===== config.mk =====
export PLATFORM = sky130hd
export DESIGN_NAME = bwu_div
export DESIGN_NICKNAME = d
export VERILOG_FILES = /design/src/design/barycentric_weight_unit_macros.svh /design/src/design/bwu_pkg.sv /design/src/design/bwu_div.sv
export SDC_FILE = /design/constraint.sdc
export NUM_CORES = 2
export LEC_CHECK = 0
export ABC_AREA = 1
export CORE_ASPECT_RATIO = 0.75
export CORE_UTILIZATION = 60
export DETAILED_ROUTE_END_ITERATION = 16
export DONT_BUFFER_PORTS = 1
export PLACE_DENSITY = 0.76
export SLEW_MARGIN = 20
export SYNTH_ARGS = -nofsm -noshare
export SYNTH_HDL_FRONTEND = slang
export SYNTH_SLANG_ARGS = --single-unit
export TNS_END_PERCENT = 5

===== constraint.sdc =====
create_clock -name clk -period 4.85 [get_ports clk]
set_clock_uncertainty 0.1 [all_clocks]
set_input_delay 0 -clock clk [delete_from_list [all_inputs] [get_ports clk]]
set_output_delay 0 -clock clk [all_outputs]
set_load 0.005 [all_outputs]

===== src/design/barycentric_weight_unit_macros.svh =====
// Assertion macros shared by the barycentric weight unit
`ifndef BARYCENTRIC_WEIGHT_UNIT_MACROS_SVH
`define BARYCENTRIC_WEIGHT_UNIT_MACROS_SVH

// same-cycle implication, clocked on clk, off while rst_n is low
`define BWU_ASSERT_IMP(lbl, ante, cons, msg) \
  lbl: assert property (@(posedge clk) disable iff (!rst_n) (ante) |-> (cons)) \
    else $error(msg);

// next-cycle implication
`define BWU_ASSERT_NXT(lbl, ante, cons, msg) \
  lbl: assert property (@(posedge clk) disable iff (!rst_n) (ante) |=> (cons)) \
    else $error(msg);

`endif


===== src/design/bwu_pkg.sv =====
// Types, constants and helpers of the barycentric weight unit
`timescale 1ns / 1ps
`default_nettype none

package bwu_pkg;

  localparam int COORD_W     = 12;
  localparam int COORD_MAX   = 16;
  localparam int WEIGHT_BITS = 24;

  typedef struct packed {
    logic signed [COORD_W-1:0] vert_a_x;
    logic signed [COORD_W-1:0] vert_a_y;
    logic signed [COORD_W-1:0] vert_b_x;
    logic signed [COORD_W-1:0] vert_b_y;
    logic signed [COORD_W-1:0] vert_c_x;
    logic signed [COORD_W-1:0] vert_c_y;
    logic signed [COORD_W-1:0] point_x;
    logic signed [COORD_W-1:0] point_y;
  } bwu_in_t;

  typedef struct packed {
    logic signed [WEIGHT_BITS-1:0] weight_alpha;
    logic signed [WEIGHT_BITS-1:0] weight_beta;
    logic signed [WEIGHT_BITS-1:0] weight_gamma;
    logic                          degenerate;
  } bwu_out_t;

  function automatic logic [COORD_MAX-1:0] coord_ext(logic [COORD_W-1:0] f);
    return {{(COORD_MAX-COORD_W){f[COORD_W-1]}}, f};
  endfunction

endpackage

`default_nettype wire


===== src/design/bwu_div.sv =====
// Pipelined restoring divider, one quotient bit per stage, with overflow detect
`timescale 1ns / 1ps
`default_nettype none

module bwu_div
  import bwu_pkg::*;
#(
  parameter int MW        = 25,
  parameter int FRAC_BITS = 16
) (
  input  wire logic                   clk,
  input  wire logic                   rst_n,
  input  wire logic                   in_vld,
  input  wire logic [MW-1:0]          num,
  input  wire logic [MW-1:0]          den,
  input  wire logic                   neg,
  output logic                        out_vld,
  output logic [WEIGHT_BITS-1:0]      quo,
  output logic                        ovf,
  output logic                        neg_o
);

  localparam int WB = WEIGHT_BITS;
  localparam int NW = MW + FRAC_BITS;

  logic                vld_r [0:WB];
  logic [MW-1:0]       num_r [0:WB];
  logic [MW-1:0]       den_r [0:WB];
  logic [MW-1:0]       rem_r [0:WB];
  logic [WB-1:0]       q_r   [0:WB];
  logic                ovf_r [0:WB];
  logic                neg_r [0:WB];

  logic [NW-1:0] top_nxt;

  assign top_nxt = {num, {FRAC_BITS{1'b0}}} >> WB;

  always_ff @(posedge clk) begin
    if (!rst_n) begin
      vld_r[0] <= 1'b0;
    end else begin
      vld_r[0] <= in_vld;
    end
  end

  always_ff @(posedge clk) begin
    num_r[0] <= num;
    den_r[0] <= den;
    rem_r[0] <= MW'(top_nxt);
    q_r[0]   <= '0;
    ovf_r[0] <= (top_nxt >= NW'(den));
    neg_r[0] <= neg;
  end

  for (genvar k = 1; k <= WB; k++) begin : g_stage
    localparam int I = WB - k;
    logic          nbit;
    logic [MW:0]   trial;
    logic          ge;

    if (I >= FRAC_BITS) begin : g_bit
      assign nbit = num_r[k-1][I-FRAC_BITS];
    end else begin : g_zero
      assign nbit = 1'b0;
    end

    assign trial = {rem_r[k-1], nbit};
    assign ge    = (trial >= {1'b0, den_r[k-1]});

    always_ff @(posedge clk) begin
      if (!rst_n) begin
        vld_r[k] <= 1'b0;
      end else begin
        vld_r[k] <= vld_r[k-1];
      end
    end

    always_ff @(posedge clk) begin
      num_r[k] <= num_r[k-1];
      den_r[k] <= den_r[k-1];
      rem_r[k] <= ge ? MW'(trial - {1'b0, den_r[k-1]}) : MW'(trial);
      q_r[k]   <= q_r[k-1] | (WB'(ge) << I);
      ovf_r[k] <= ovf_r[k-1];
      neg_r[k] <= neg_r[k-1];
    end
  end

  assign out_vld = vld_r[WB];
  assign quo     = q_r[WB];
  assign ovf     = ovf_r[WB];
  assign neg_o   = neg_r[WB];

endmodule

`default_nettype wire


==> results_dict.tcl <==
set metrics [dict create \
    outcome "complete, no violations" \
    worstPathMaxFanout 26 \
    grt_first_pass_wirelength_um 410000 \
    clk_pin_slew_ns 0.07 \
    hold_path.class "input port to flip-flop" \
    final_nets 14149 \
    first_global_vias 75417 \
    max_freq_ghz 0.308 \
    wl_per_cell_um 16.9 \
    syn_inst 13379 \
    setup_violations 0 \
    crit_type "flip-flop to flip-flop" \
    finalWirelength_um 264000 \
    ioPinCount 81 \
    drv_cap 0 \
    viasPerCell 5.26 \
    ys_ff_latch 1603 \
    async_reset_ff_share_pct 0 \
    cts_tree "done" \
    pre_cts_slack_ns 1.69 \
    clkLatencyLatePin_ns 0.82 \
    fillers 13346 \
    clockRootBuffer "clkbuf_16" \
    place_hpwl_um 205000 \
    num_vias 81811 \
    cts_setup_buffers 0 \
    clock_sinks 1603 \
    drc 0 \
    drive_gt1_share_pct 3.80 \
    grt.overflow.total 0 \
    power_density_nw_per_um2 638 \
    rsz0062_at_grt "no" \
    required_ns 5.44 \
    fin_util_pct 66.2 \
    antenna_found_initial 6 \
    synth_cell_types 44 \
    ir_worst_vdd_uv 468 \
    dp.cells 15168 \
    worst_slew_margin_rel_pct 39.9 \
    ant_nets 0 \
    fin_tns_setup_ns 0 \
    fin_crit_sh_pct 67.0 \
    syn_area_um2 88800 \
    end_kind "flip-flop" \
    max-clock-path-buffers 3 \
    grt_max_degree 32 \
    routabilityCongestion 1.02 \
    yosys_warnings 0 \
    p_leak_uw 0.0561 \
    fin_ws_ns 1.60 \
    drtPass1Iterations 7 \
    fin_crit_ns 3.25 \
    core_um2 146000 \
    layout_common_cells "5251 x nand2_1, 2784 x inv_1, 1603 x dfxtp_1" \
    die_area_um2 149000 \
    io_buffers 0 \
    chipWidth_um 446 \
    startpoint_type "flip-flop" \
    layout_commonest_cell "nand2_1" \
    start_util_pct 60.8 \
    area_growth_pct 8.78 \
    avgSynthCellArea_um2 6.63 \
    cts_buffers 154 \
    row_count 121 \
    hold_ws_ns 0.158 \
    ys.flop_type "dfxtp_1" \
    dieHeight_um 335 \
    synth_edf_count 0 \
    worstMarginPinSlew_ns 0.899 \
    drtIter0Drc 8703 \
    synthesis.nets 14065 \
    final_max_slew_viol_count 0 \
    globalRouteTotalUtil_pct 34.5 \
    instances_no_fill 15561 \
    finalHoldViolCount 0 \
    htreeDepth 4 \
    ys_seq_area_share_pct 36.2 \
    arrival_ns 3.84 \
]
[flip-flops by register name (all words and copies together) (netlist names)]
name,flops
vld_r,25
ovf_r,25
neg_r,25
den_r,600
q_r,300
num_r,53
rem_r,575
[layer usage]
| metal | up-vias | wire length (µm) | GRT usage [%] |
|---|---|---|---|
| li1 | 40876 | - | - |
| met1 | 36869 | 121000 | 50.0 |
| met2 | 3602 | 108000 | 50.9 |
| met3 | 460 | 28000 | 8.26 |
| met4 | 4 | 6370 | 9.13 |
| met5 | - | 22 | 0 |
[worst max-delay path, stage by stage, from the launching register on]
cell     delay [ns]
dfxtp_1        0.52
inv_1          0.08
ha_1           0.34
nand2_1        0.15
inv_2          0.05
nand2_1        0.08
nand2_1        0.09
nand2_1        0.07
nand2_1        0.10
a21oi_4        0.58
nand3_2        0.65
nand2_1        0.23
nand2_1        0.09
[cell families (layout without fill, tap and decap cells)]
logic type,Yosys count,in the layout,synth area share [%]
AND/OR/NAND/NOR,7544,7544,36.5
buffers and inverters,3013,3225,13.4
flip-flops,1603,1603,36.2
XOR/XNOR,272,272,2.68
adder cells (fa/ha/maj),632,632,9.10
AO/OA/AOI/OAI,315,315,2.14
other,0,2,0
[Yosys cell counts, types with 11 or more instances]
library cell	instances	area, µm²
nand2_1	5251	19700
inv_1	2784	10500
dfxtp_1	1603	32100
nor2_1	747	2800
nand4_1	721	4510
ha_1	609	7620
nand3_1	496	2480
xor2_1	255	2230
a21oi_1	243	1220
buf_2	113	566
and2_1	54	338
buf_6	45	507
nand3_4	39	683
nor3_1	37	185
nand3b_1	34	255
or2_2	33	206
buf_4	27	203
nor2_2	27	169
nand3_2	25	250
fa_1	23	460
o21a_1	23	173
a21oi_4	22	358
clkbuf_1	22	82.6
inv_2	21	78.8
nor3_4	20	325
or2_1	20	125
xnor2_1	17	149
nand2_2	15	93.8
nor3b_2	13	163
o21ai_0	11	55.1
[worst paths after layout]
| kind | start | endpoint | slack, ns | depth (start not counted) |
|---|---|---|---|---|
| hold reg to reg | q_r[0][351] | q_r[0][375] | 0.22 | 0 |
| setup / recovery | den_r[1][188] | rem_r[2][23] | 1.60 | 12 |
| hold / removal | num[4] | num_r[0][4] | 0.16 | 2 |
| setup reg to reg | den_r[1][188] | rem_r[2][23] | 1.60 | 12 |
[timing repair]
action	CTS	global route
hold endpoints to repair	77	0
hold buffers	107	0
resized for setup	0	0
[report_power, final]
part / internal [µW] / leakage (µW) / switching [µW]
clock: 7170 / 0.00264 / 5550
sequential: 16600 / 0.0134 / 2510
combinational: 9770 / 0.0400 / 19900
[cell type report]
type,count,area (µm²),share of cell area [%]
tap,1968,2460,2.55
inverter,2805,10500,10.9
sequential,1603,32100,33.2
clock inverter,88,1140,1.18
multi-input combinational,8763,44800,46.4
antenna,2,5.00,0.00518
clock buffer,196,4260,4.42
timing repair buffer,136,1290,1.33
[per-stage QoR]
stage          power (µW)  area, µm²
2_1_floorplan       40600      88800
3_3_place_gp        47500      90100
3_5_place_dp        48000      90100
4_1_cts             61000      96500
5_1_grt             66400      96600
6_report            61600      96600
No activity file was read; power rests on OpenSTA's default activity.
