--- config.mk ---
export PLATFORM = sky130hd
export DESIGN_NAME = bwu_area
export DESIGN_NICKNAME = d
export VERILOG_FILES = /design/src/design/barycentric_weight_unit_macros.svh /design/src/design/bwu_pkg.sv /design/src/design/bwu_area.sv
export SDC_FILE = /design/constraint.sdc
export NUM_CORES = 2
export LEC_CHECK = 0
export BUFFER_PORTS_ARGS = -buffer_cell sky130_fd_sc_hd__buf_2
export CAP_MARGIN = 20
export CORE_MARGIN = 5
export CORE_UTILIZATION = 65
export DETAILED_ROUTE_END_ITERATION = 16
export GPL_ROUTABILITY_DRIVEN = 0
export HOLD_SLACK_MARGIN = 0.02
export PLACE_DENSITY = 0.83
export SLEW_MARGIN = 20
export SYNTH_ARGS = -nofsm -noshare
export SYNTH_HDL_FRONTEND = slang
export SYNTH_SLANG_ARGS = --single-unit
--- constraint.sdc ---
create_clock -name clk -period 15 [get_ports clk]
set_input_delay 0 -clock clk [delete_from_list [all_inputs] [get_ports clk]]
set_output_delay 0 -clock clk [all_outputs]
set_load 0.03 [all_outputs]
--- src/design/barycentric_weight_unit_macros.svh ---
// Assertion macros shared by the barycentric weight unit
`ifndef BARYCENTRIC_WEIGHT_UNIT_MACROS_SVH
`define BARYCENTRIC_WEIGHT_UNIT_MACROS_SVH

// same-cycle implication, clocked on clk, off while rst_n is low
`define BWU_ASSERT_IMP(lbl, ante, cons, msg) \
  lbl: assert property (@(posedge clk) disable iff (!rst_n) (ante) |-> (cons)) \
    else $error(msg);

// next-cycle implication
`define BWU_ASSERT_NXT(lbl, ante, cons, msg) \
  lbl: assert property (@(posedge clk) disable iff (!rst_n) (ante) |=> (cons)) \
    else $error(msg);

`endif

--- src/design/bwu_pkg.sv ---
// Types, constants and helpers of the barycentric weight unit
`timescale 1ns / 1ps
`default_nettype none

package bwu_pkg;

  localparam int COORD_W     = 12;
  localparam int COORD_MAX   = 16;
  localparam int WEIGHT_BITS = 24;

  typedef struct packed {
    logic signed [COORD_W-1:0] vert_a_x;
    logic signed [COORD_W-1:0] vert_a_y;
    logic signed [COORD_W-1:0] vert_b_x;
    logic signed [COORD_W-1:0] vert_b_y;
    logic signed [COORD_W-1:0] vert_c_x;
    logic signed [COORD_W-1:0] vert_c_y;
    logic signed [COORD_W-1:0] point_x;
    logic signed [COORD_W-1:0] point_y;
  } bwu_in_t;

  typedef struct packed {
    logic signed [WEIGHT_BITS-1:0] weight_alpha;
    logic signed [WEIGHT_BITS-1:0] weight_beta;
    logic signed [WEIGHT_BITS-1:0] weight_gamma;
    logic                          degenerate;
  } bwu_out_t;

  function automatic logic [COORD_MAX-1:0] coord_ext(logic [COORD_W-1:0] f);
    return {{(COORD_MAX-COORD_W){f[COORD_W-1]}}, f};
  endfunction

endpackage

`default_nettype wire

--- src/design/bwu_area.sv ---
// Four-stage edge-function pipeline: differences, products, cross products, magnitudes
`timescale 1ns / 1ps
`default_nettype none

module bwu_area
  import bwu_pkg::*;
#(
  parameter int COORD_BITS = 12
) (
  input  wire logic                         clk,
  input  wire logic                         rst_n,
  input  wire logic                         in_vld,
  input  wire logic signed [COORD_BITS-1:0] ax,
  input  wire logic signed [COORD_BITS-1:0] ay,
  input  wire logic signed [COORD_BITS-1:0] bx,
  input  wire logic signed [COORD_BITS-1:0] by,
  input  wire logic signed [COORD_BITS-1:0] cx,
  input  wire logic signed [COORD_BITS-1:0] cy,
  input  wire logic signed [COORD_BITS-1:0] px,
  input  wire logic signed [COORD_BITS-1:0] py,
  output logic                              out_vld,
  output logic [2*COORD_BITS:0]             mag_area,
  output logic [2*COORD_BITS:0]             mag_na,
  output logic [2*COORD_BITS:0]             mag_nb,
  output logic                              neg_na,
  output logic                              neg_nb,
  output logic                              degen
);

  localparam int D  = COORD_BITS + 1;
  localparam int CW = 2*COORD_BITS + 2;
  localparam int MW = 2*COORD_BITS + 1;

  logic [3:0] vld_r;

  logic signed [D-1:0]  cax_r, cay_r, bax_r, bay_r, cpx_r, cpy_r, bpx_r, bpy_r, pax_r, pay_r;
  logic signed [CW-1:0] pa0_r, pa1_r, pn0_r, pn1_r, pb0_r, pb1_r;
  logic signed [CW-1:0] cr_a_r, cr_n_r, cr_b_r;
  logic [MW-1:0]        mag_a_r, mag_n_r, mag_b_r;
  logic                 neg_n_r, neg_b_r, deg_r;

  always_ff @(posedge clk) begin
    if (!rst_n) begin
      vld_r <= '0;
    end else begin
      vld_r <= {vld_r[2:0], in_vld};
    end
  end

  always_ff @(posedge clk) begin
    cax_r <= D'(cx) - D'(ax);
    cay_r <= D'(cy) - D'(ay);
    bax_r <= D'(bx) - D'(ax);
    bay_r <= D'(by) - D'(ay);
    cpx_r <= D'(cx) - D'(px);
    cpy_r <= D'(cy) - D'(py);
    bpx_r <= D'(bx) - D'(px);
    bpy_r <= D'(by) - D'(py);
    pax_r <= D'(px) - D'(ax);
    pay_r <= D'(py) - D'(ay);

    pa0_r <= CW'(cax_r) * CW'(bay_r);
    pa1_r <= CW'(cay_r) * CW'(bax_r);
    pn0_r <= CW'(cpx_r) * CW'(bpy_r);
    pn1_r <= CW'(cpy_r) * CW'(bpx_r);
    pb0_r <= CW'(cax_r) * CW'(pay_r);
    pb1_r <= CW'(cay_r) * CW'(pax_r);

    cr_a_r <= pa0_r - pa1_r;
    cr_n_r <= pn0_r - pn1_r;
    cr_b_r <= pb0_r - pb1_r;

    mag_a_r <= cr_a_r[CW-1] ? MW'(-cr_a_r) : MW'(cr_a_r);
    mag_n_r <= cr_n_r[CW-1] ? MW'(-cr_n_r) : MW'(cr_n_r);
    mag_b_r <= cr_b_r[CW-1] ? MW'(-cr_b_r) : MW'(cr_b_r);
    neg_n_r <= cr_n_r[CW-1] ^ cr_a_r[CW-1];
    neg_b_r <= cr_b_r[CW-1] ^ cr_a_r[CW-1];
    deg_r   <= (cr_a_r == '0);
  end

  assign out_vld  = vld_r[3];
  assign mag_area = mag_a_r;
  assign mag_na   = mag_n_r;
  assign mag_nb   = mag_b_r;
  assign neg_na   = neg_n_r;
  assign neg_nb   = neg_b_r;
  assign degen    = deg_r;

endmodule

`default_nettype wire

==> results_tabular.tex <==
\begin{tabular}{lr}
\hline
Metric & Value \\
\hline
\multicolumn{2}{l}{\textbf{Run status}} \\
\quad Status & completed \\
\multicolumn{2}{l}{\textbf{Synthesis}} \\
\quad Instance count of the mapped netlist & 6101 \\
\quad Mapped Avg Cell Area & approximately 9.3 sq um \\
\quad Ys Warns & 0 \\
\quad Sequential cell area fraction in the yosys report & 0.157 \\
\quad Count of flip-flops with a built-in enable after synthesis & 0 \\
\quad Unique cell type count in the Yosys netlist & 71 \\
\quad Post-Synthesis Net Count & 7785 \\
\quad Predominant post-synthesis flop cell & sky130\_fd\_sc\_hd\_\_dfxtp\_1 \\
\quad Synth async-reset ratio & 0 \\
\quad Cell area after synthesis & 0.0569 sq mm \\
\quad Flop and latch count out of synthesis & 446 \\
\multicolumn{2}{l}{\textbf{GRT}} \\
\quad Global-route wire length before repair & 232 mm \\
\quad GRT Resource Usage Total & 0.306 \\
\quad Vias in the first global route & 46300 \\
\quad Largest net degree at the start of global routing & 29 \\
\quad Initial antenna violation count & 20 \\
\quad Gr ovfl total & 0 \\
\multicolumn{2}{l}{\textbf{Floorplan}} \\
\quad DIE WIDTH & around 310 microns \\
\quad Floorplan die height & 306 microns \\
\quad Initial core utilization & 0.655 \\
\quad CORE AREA & 0.0868 sq mm \\
\quad \# IOs & 178 \\
\quad Standard-cell row count & 108 \\
\quad Die area & 0.0935 sq mm \\
\multicolumn{2}{l}{\textbf{Worst setup path}} \\
\quad Startpoint kind of the worst setup timing path & flop \\
\quad Crit Path Max Fanout & 26 \\
\quad Endpoint class of the critical path & flop \\
\quad Worst flop-to-flop path startpoint & cay\_r[12] \\
\quad Category of the critical setup timing path & reg2reg \\
\quad Start point of the critical path & cay\_r[12] \\
\quad Data required time of the worst path & 15.55 ns \\
\quad FF-to-FF setup slack & 8.34 ns \\
\quad Arrival @ worst endpoint & 7.21 ns \\
\multicolumn{2}{l}{\textbf{STA}} \\
\quad Sum Neg Setup Slack & 0 ns \\
\quad Slew @ Worst Pin & 1.10 ns \\
\quad Rel. slew slack & 0.261 \\
\quad Endpoints failing hold & 0 \\
\quad Unrepaired setup endpoints after global routing & false \\
\quad Final clock period utilization by the worst path & 0.444 \\
\quad Setup violations, final & 0 \\
\quad Worst Clk Skew & between 0.02 and 0.025 ns \\
\quad Final-report max-slew violation count & 0 \\
\quad Maximum clock frequency & around 0.15 GHz \\
\quad Final period demand of the worst path & between 6 and 7 ns \\
\multicolumn{2}{l}{\textbf{Routing}} \\
\quad Post-detailed-route wirelength per cell & 18.6 microns \\
\quad Antenna-violating nets left & 0 \\
\quad Number of remaining DRC errors & 0 \\
\quad Total number of vias & between 40000 and 50000 \\
\quad Violation count after the first detailed-route iteration & 3426 \\
\quad Mean number of vias per cell & 5.66 \\
\quad First-pass detailed-route iteration total & 6 \\
\quad Wire length reported by the detailed router & between 100 and 150 mm \\
\multicolumn{2}{l}{\textbf{Clocking}} \\
\quad Number of H-tree levels & 2 \\
\quad Clock tree from TritonCTS & yes \\
\quad Clock Sinks & 446 \\
\quad Num CTS Buffers & 52 \\
\quad Later-pin clock latency in the skew report & 0.62 ns \\
\quad Root Driver & sky130\_fd\_sc\_hd\_\_clkbuf\_16 \\
\quad Count of instances resized after the clock tree is built & 0 \\
\quad Clock transition at the registers of the reported paths & 0.06 ns \\
\quad Buffer levels on the longest clock path & 3 \\
\multicolumn{2}{l}{\textbf{Hold path}} \\
\quad Startpoint of the tightest hold check path & ay[3] \\
\quad Path category of the worst min-delay check & in2reg \\
\multicolumn{2}{l}{\textbf{Layout}} \\
\quad Layout-stage area growth over the synthesis result & 8.91\% \\
\quad Share of final-layout standard cells stronger than drive strength 1 & 0.0481 \\
\quad Post-layout nets & 8022 \\
\multicolumn{2}{l}{\textbf{Placed design}} \\
\quad HPWL after detailed placement & 110 mm \\
\quad Number of I/O port buffers & 177 \\
\multicolumn{2}{l}{\textbf{Flow run}} \\
\quad Max\_cap viols & 0 \\
\hline
\end{tabular}
## cells in the final DEF (no fill, tap or decap), types with 8 or more instances in the layout
master / count
sky130_fd_sc_hd__inv_1: 1247
sky130_fd_sc_hd__o211ai_1: 9
sky130_fd_sc_hd__o21ai_0: 159
sky130_fd_sc_hd__a31o_2: 8
sky130_fd_sc_hd__o41ai_1: 24
sky130_fd_sc_hd__clkbuf_16: 52
sky130_fd_sc_hd__or4_1: 11
sky130_fd_sc_hd__or3_1: 24
sky130_fd_sc_hd__a21o_1: 74
sky130_fd_sc_hd__nand2_1: 669
sky130_fd_sc_hd__a211oi_1: 13
sky130_fd_sc_hd__buf_4: 15
sky130_fd_sc_hd__o31ai_1: 17
sky130_fd_sc_hd__o21a_1: 25
sky130_fd_sc_hd__clkbuf_1: 10
sky130_fd_sc_hd__and3_1: 21
sky130_fd_sc_hd__dfxtp_1: 446
sky130_fd_sc_hd__xnor2_1: 283
sky130_fd_sc_hd__nor2_1: 226
sky130_fd_sc_hd__nand2b_1: 61
sky130_fd_sc_hd__a41o_1: 10
sky130_fd_sc_hd__and2_1: 462
sky130_fd_sc_hd__nor4_1: 9
sky130_fd_sc_hd__nor2b_1: 62
sky130_fd_sc_hd__xor2_1: 78
sky130_fd_sc_hd__nand3_1: 46
sky130_fd_sc_hd__fa_1: 985
sky130_fd_sc_hd__nor3_1: 50
sky130_fd_sc_hd__o21bai_1: 11
sky130_fd_sc_hd__buf_2: 177
sky130_fd_sc_hd__a21boi_0: 30
sky130_fd_sc_hd__a31oi_1: 9
sky130_fd_sc_hd__a21oi_1: 155
sky130_fd_sc_hd__ha_1: 600
sky130_fd_sc_hd__or2_2: 8
sky130_fd_sc_hd__dlygate4sd3_1: 156
sky130_fd_sc_hd__o31a_1: 9
## metrics by stage
step,setup slack [ns],cells,cell area (sq um),hold WS (ns),utilization
2_1_floorplan,9.18,6101,56900,0.122,-
3_3_place_gp,8.64,7282,58700,0.210,0.676
6_report,8.34,7538,61900,0.0666,0.714
4_1_cts,8.39,7531,61900,0.0213,0.714
3_5_place_dp,8.37,7282,58700,0.217,0.676
5_1_grt,7.98,7535,61900,0.0793,0.714
## state kept, by name, indices dropped and copies added (netlist names), 25 cells and up
register,cells
cr_n_r,26
pb1_r,26
mag_na,25
mag_nb,25
pa1_r,26
mag_area,25
pa0_r,26
pn1_r,26
cr_b_r,26
pb0_r,26
pn0_r,26
cr_a_r,26
## cell type report
class	count	area [sq um]
well taps	1155	1450
multi-input cells	4238	42600
clock buffers	67	1410
flip-flops and latches	446	8930
inverters	1251	4700
diodes	6	15.0
fillers	6127	24800
clock inverters	26	248
repair buffers	349	2570
## routing by layer
layer	global-route usage	vias up	share of wire
met5	0	-	0.00031
met4	0.130	6	0.052
met3	0.0781	518	0.10
met2	0.499	1974	0.46
met1	0.391	21000	0.38
li1	-	19200	-
## cell families after synthesis
group | after synthesis | synth area share
and+or+nand+nor | 1675 | 0.144
adders and majority gates | 1585 | 0.479
buffers and inverters | 1417 | 0.0935
AOI/OAI and AO/OA | 611 | 0.0699
DFF | 446 | 0.157
xor gates and xnor gates | 361 | 0.0556
muxes | 6 | 0.00108
## final timing paths
kind	to	cells past startpoint
setup reg to reg	pa1_r[25]	19
setup / recovery	pa1_r[25]	19
hold / removal	bay_r[3]	5
hold reg to reg	mag_nb[0]	0
## synth_stat cells (11+ instances only)
library cell,instances,area share
sky130_fd_sc_hd__inv_1,1247,0.082
sky130_fd_sc_hd__fa_1,985,0.35
sky130_fd_sc_hd__nand2_1,669,0.044
sky130_fd_sc_hd__ha_1,600,0.13
sky130_fd_sc_hd__and2_1,462,0.051
sky130_fd_sc_hd__dfxtp_1,446,0.16
sky130_fd_sc_hd__xnor2_1,283,0.044
sky130_fd_sc_hd__nor2_1,226,0.015
sky130_fd_sc_hd__clkbuf_1,165,0.011
sky130_fd_sc_hd__o21ai_0,159,0.014
sky130_fd_sc_hd__a21oi_1,155,0.014
sky130_fd_sc_hd__xor2_1,78,0.012
sky130_fd_sc_hd__a21o_1,74,0.0098
sky130_fd_sc_hd__nor2b_1,62,0.0068
sky130_fd_sc_hd__nand2b_1,61,0.0067
sky130_fd_sc_hd__nor3_1,50,0.0044
sky130_fd_sc_hd__nand3_1,46,0.0040
sky130_fd_sc_hd__a21boi_0,30,0.0040
sky130_fd_sc_hd__o21a_1,25,0.0033
sky130_fd_sc_hd__o41ai_1,24,0.0037
sky130_fd_sc_hd__or3_1,24,0.0026
sky130_fd_sc_hd__and3_1,21,0.0023
sky130_fd_sc_hd__o31ai_1,17,0.0022
sky130_fd_sc_hd__a211oi_1,13,0.0017
sky130_fd_sc_hd__o21bai_1,11,0.0015
sky130_fd_sc_hd__or4_1,11,0.0015
## critical path, cell delays in order, from the launching register on
cell and delay [ns]:
sky130_fd_sc_hd__dfxtp_1 1.01, sky130_fd_sc_hd__and2_1 0.29, sky130_fd_sc_hd__inv_1 0.08, sky130_fd_sc_hd__fa_1 0.51, sky130_fd_sc_hd__fa_1 0.80, sky130_fd_sc_hd__inv_1 0.11
sky130_fd_sc_hd__fa_1 0.47, sky130_fd_sc_hd__fa_1 0.56, sky130_fd_sc_hd__fa_1 0.42, sky130_fd_sc_hd__ha_1 0.30, sky130_fd_sc_hd__ha_1 0.35, sky130_fd_sc_hd__a21o_1 0.18
sky130_fd_sc_hd__a21o_1 0.16, sky130_fd_sc_hd__a21o_1 0.17, sky130_fd_sc_hd__a21o_1 0.17, sky130_fd_sc_hd__a21o_1 0.17, sky130_fd_sc_hd__a41oi_1 0.30, sky130_fd_sc_hd__o2111ai_1 0.18
sky130_fd_sc_hd__a21oi_1 0.19, sky130_fd_sc_hd__xnor2_1 0.13
## timing repair
| item | in CTS | in global routing |
|---|---|---|
| hold buffers | 156 | 0 |
| buffers inserted | 0 | 0 |
| endpoints found under the hold margin | 124 | 0 |
Power is not shown: default switching activity piles up to over one toggle a cycle in this logic, so the estimate is an artifact.
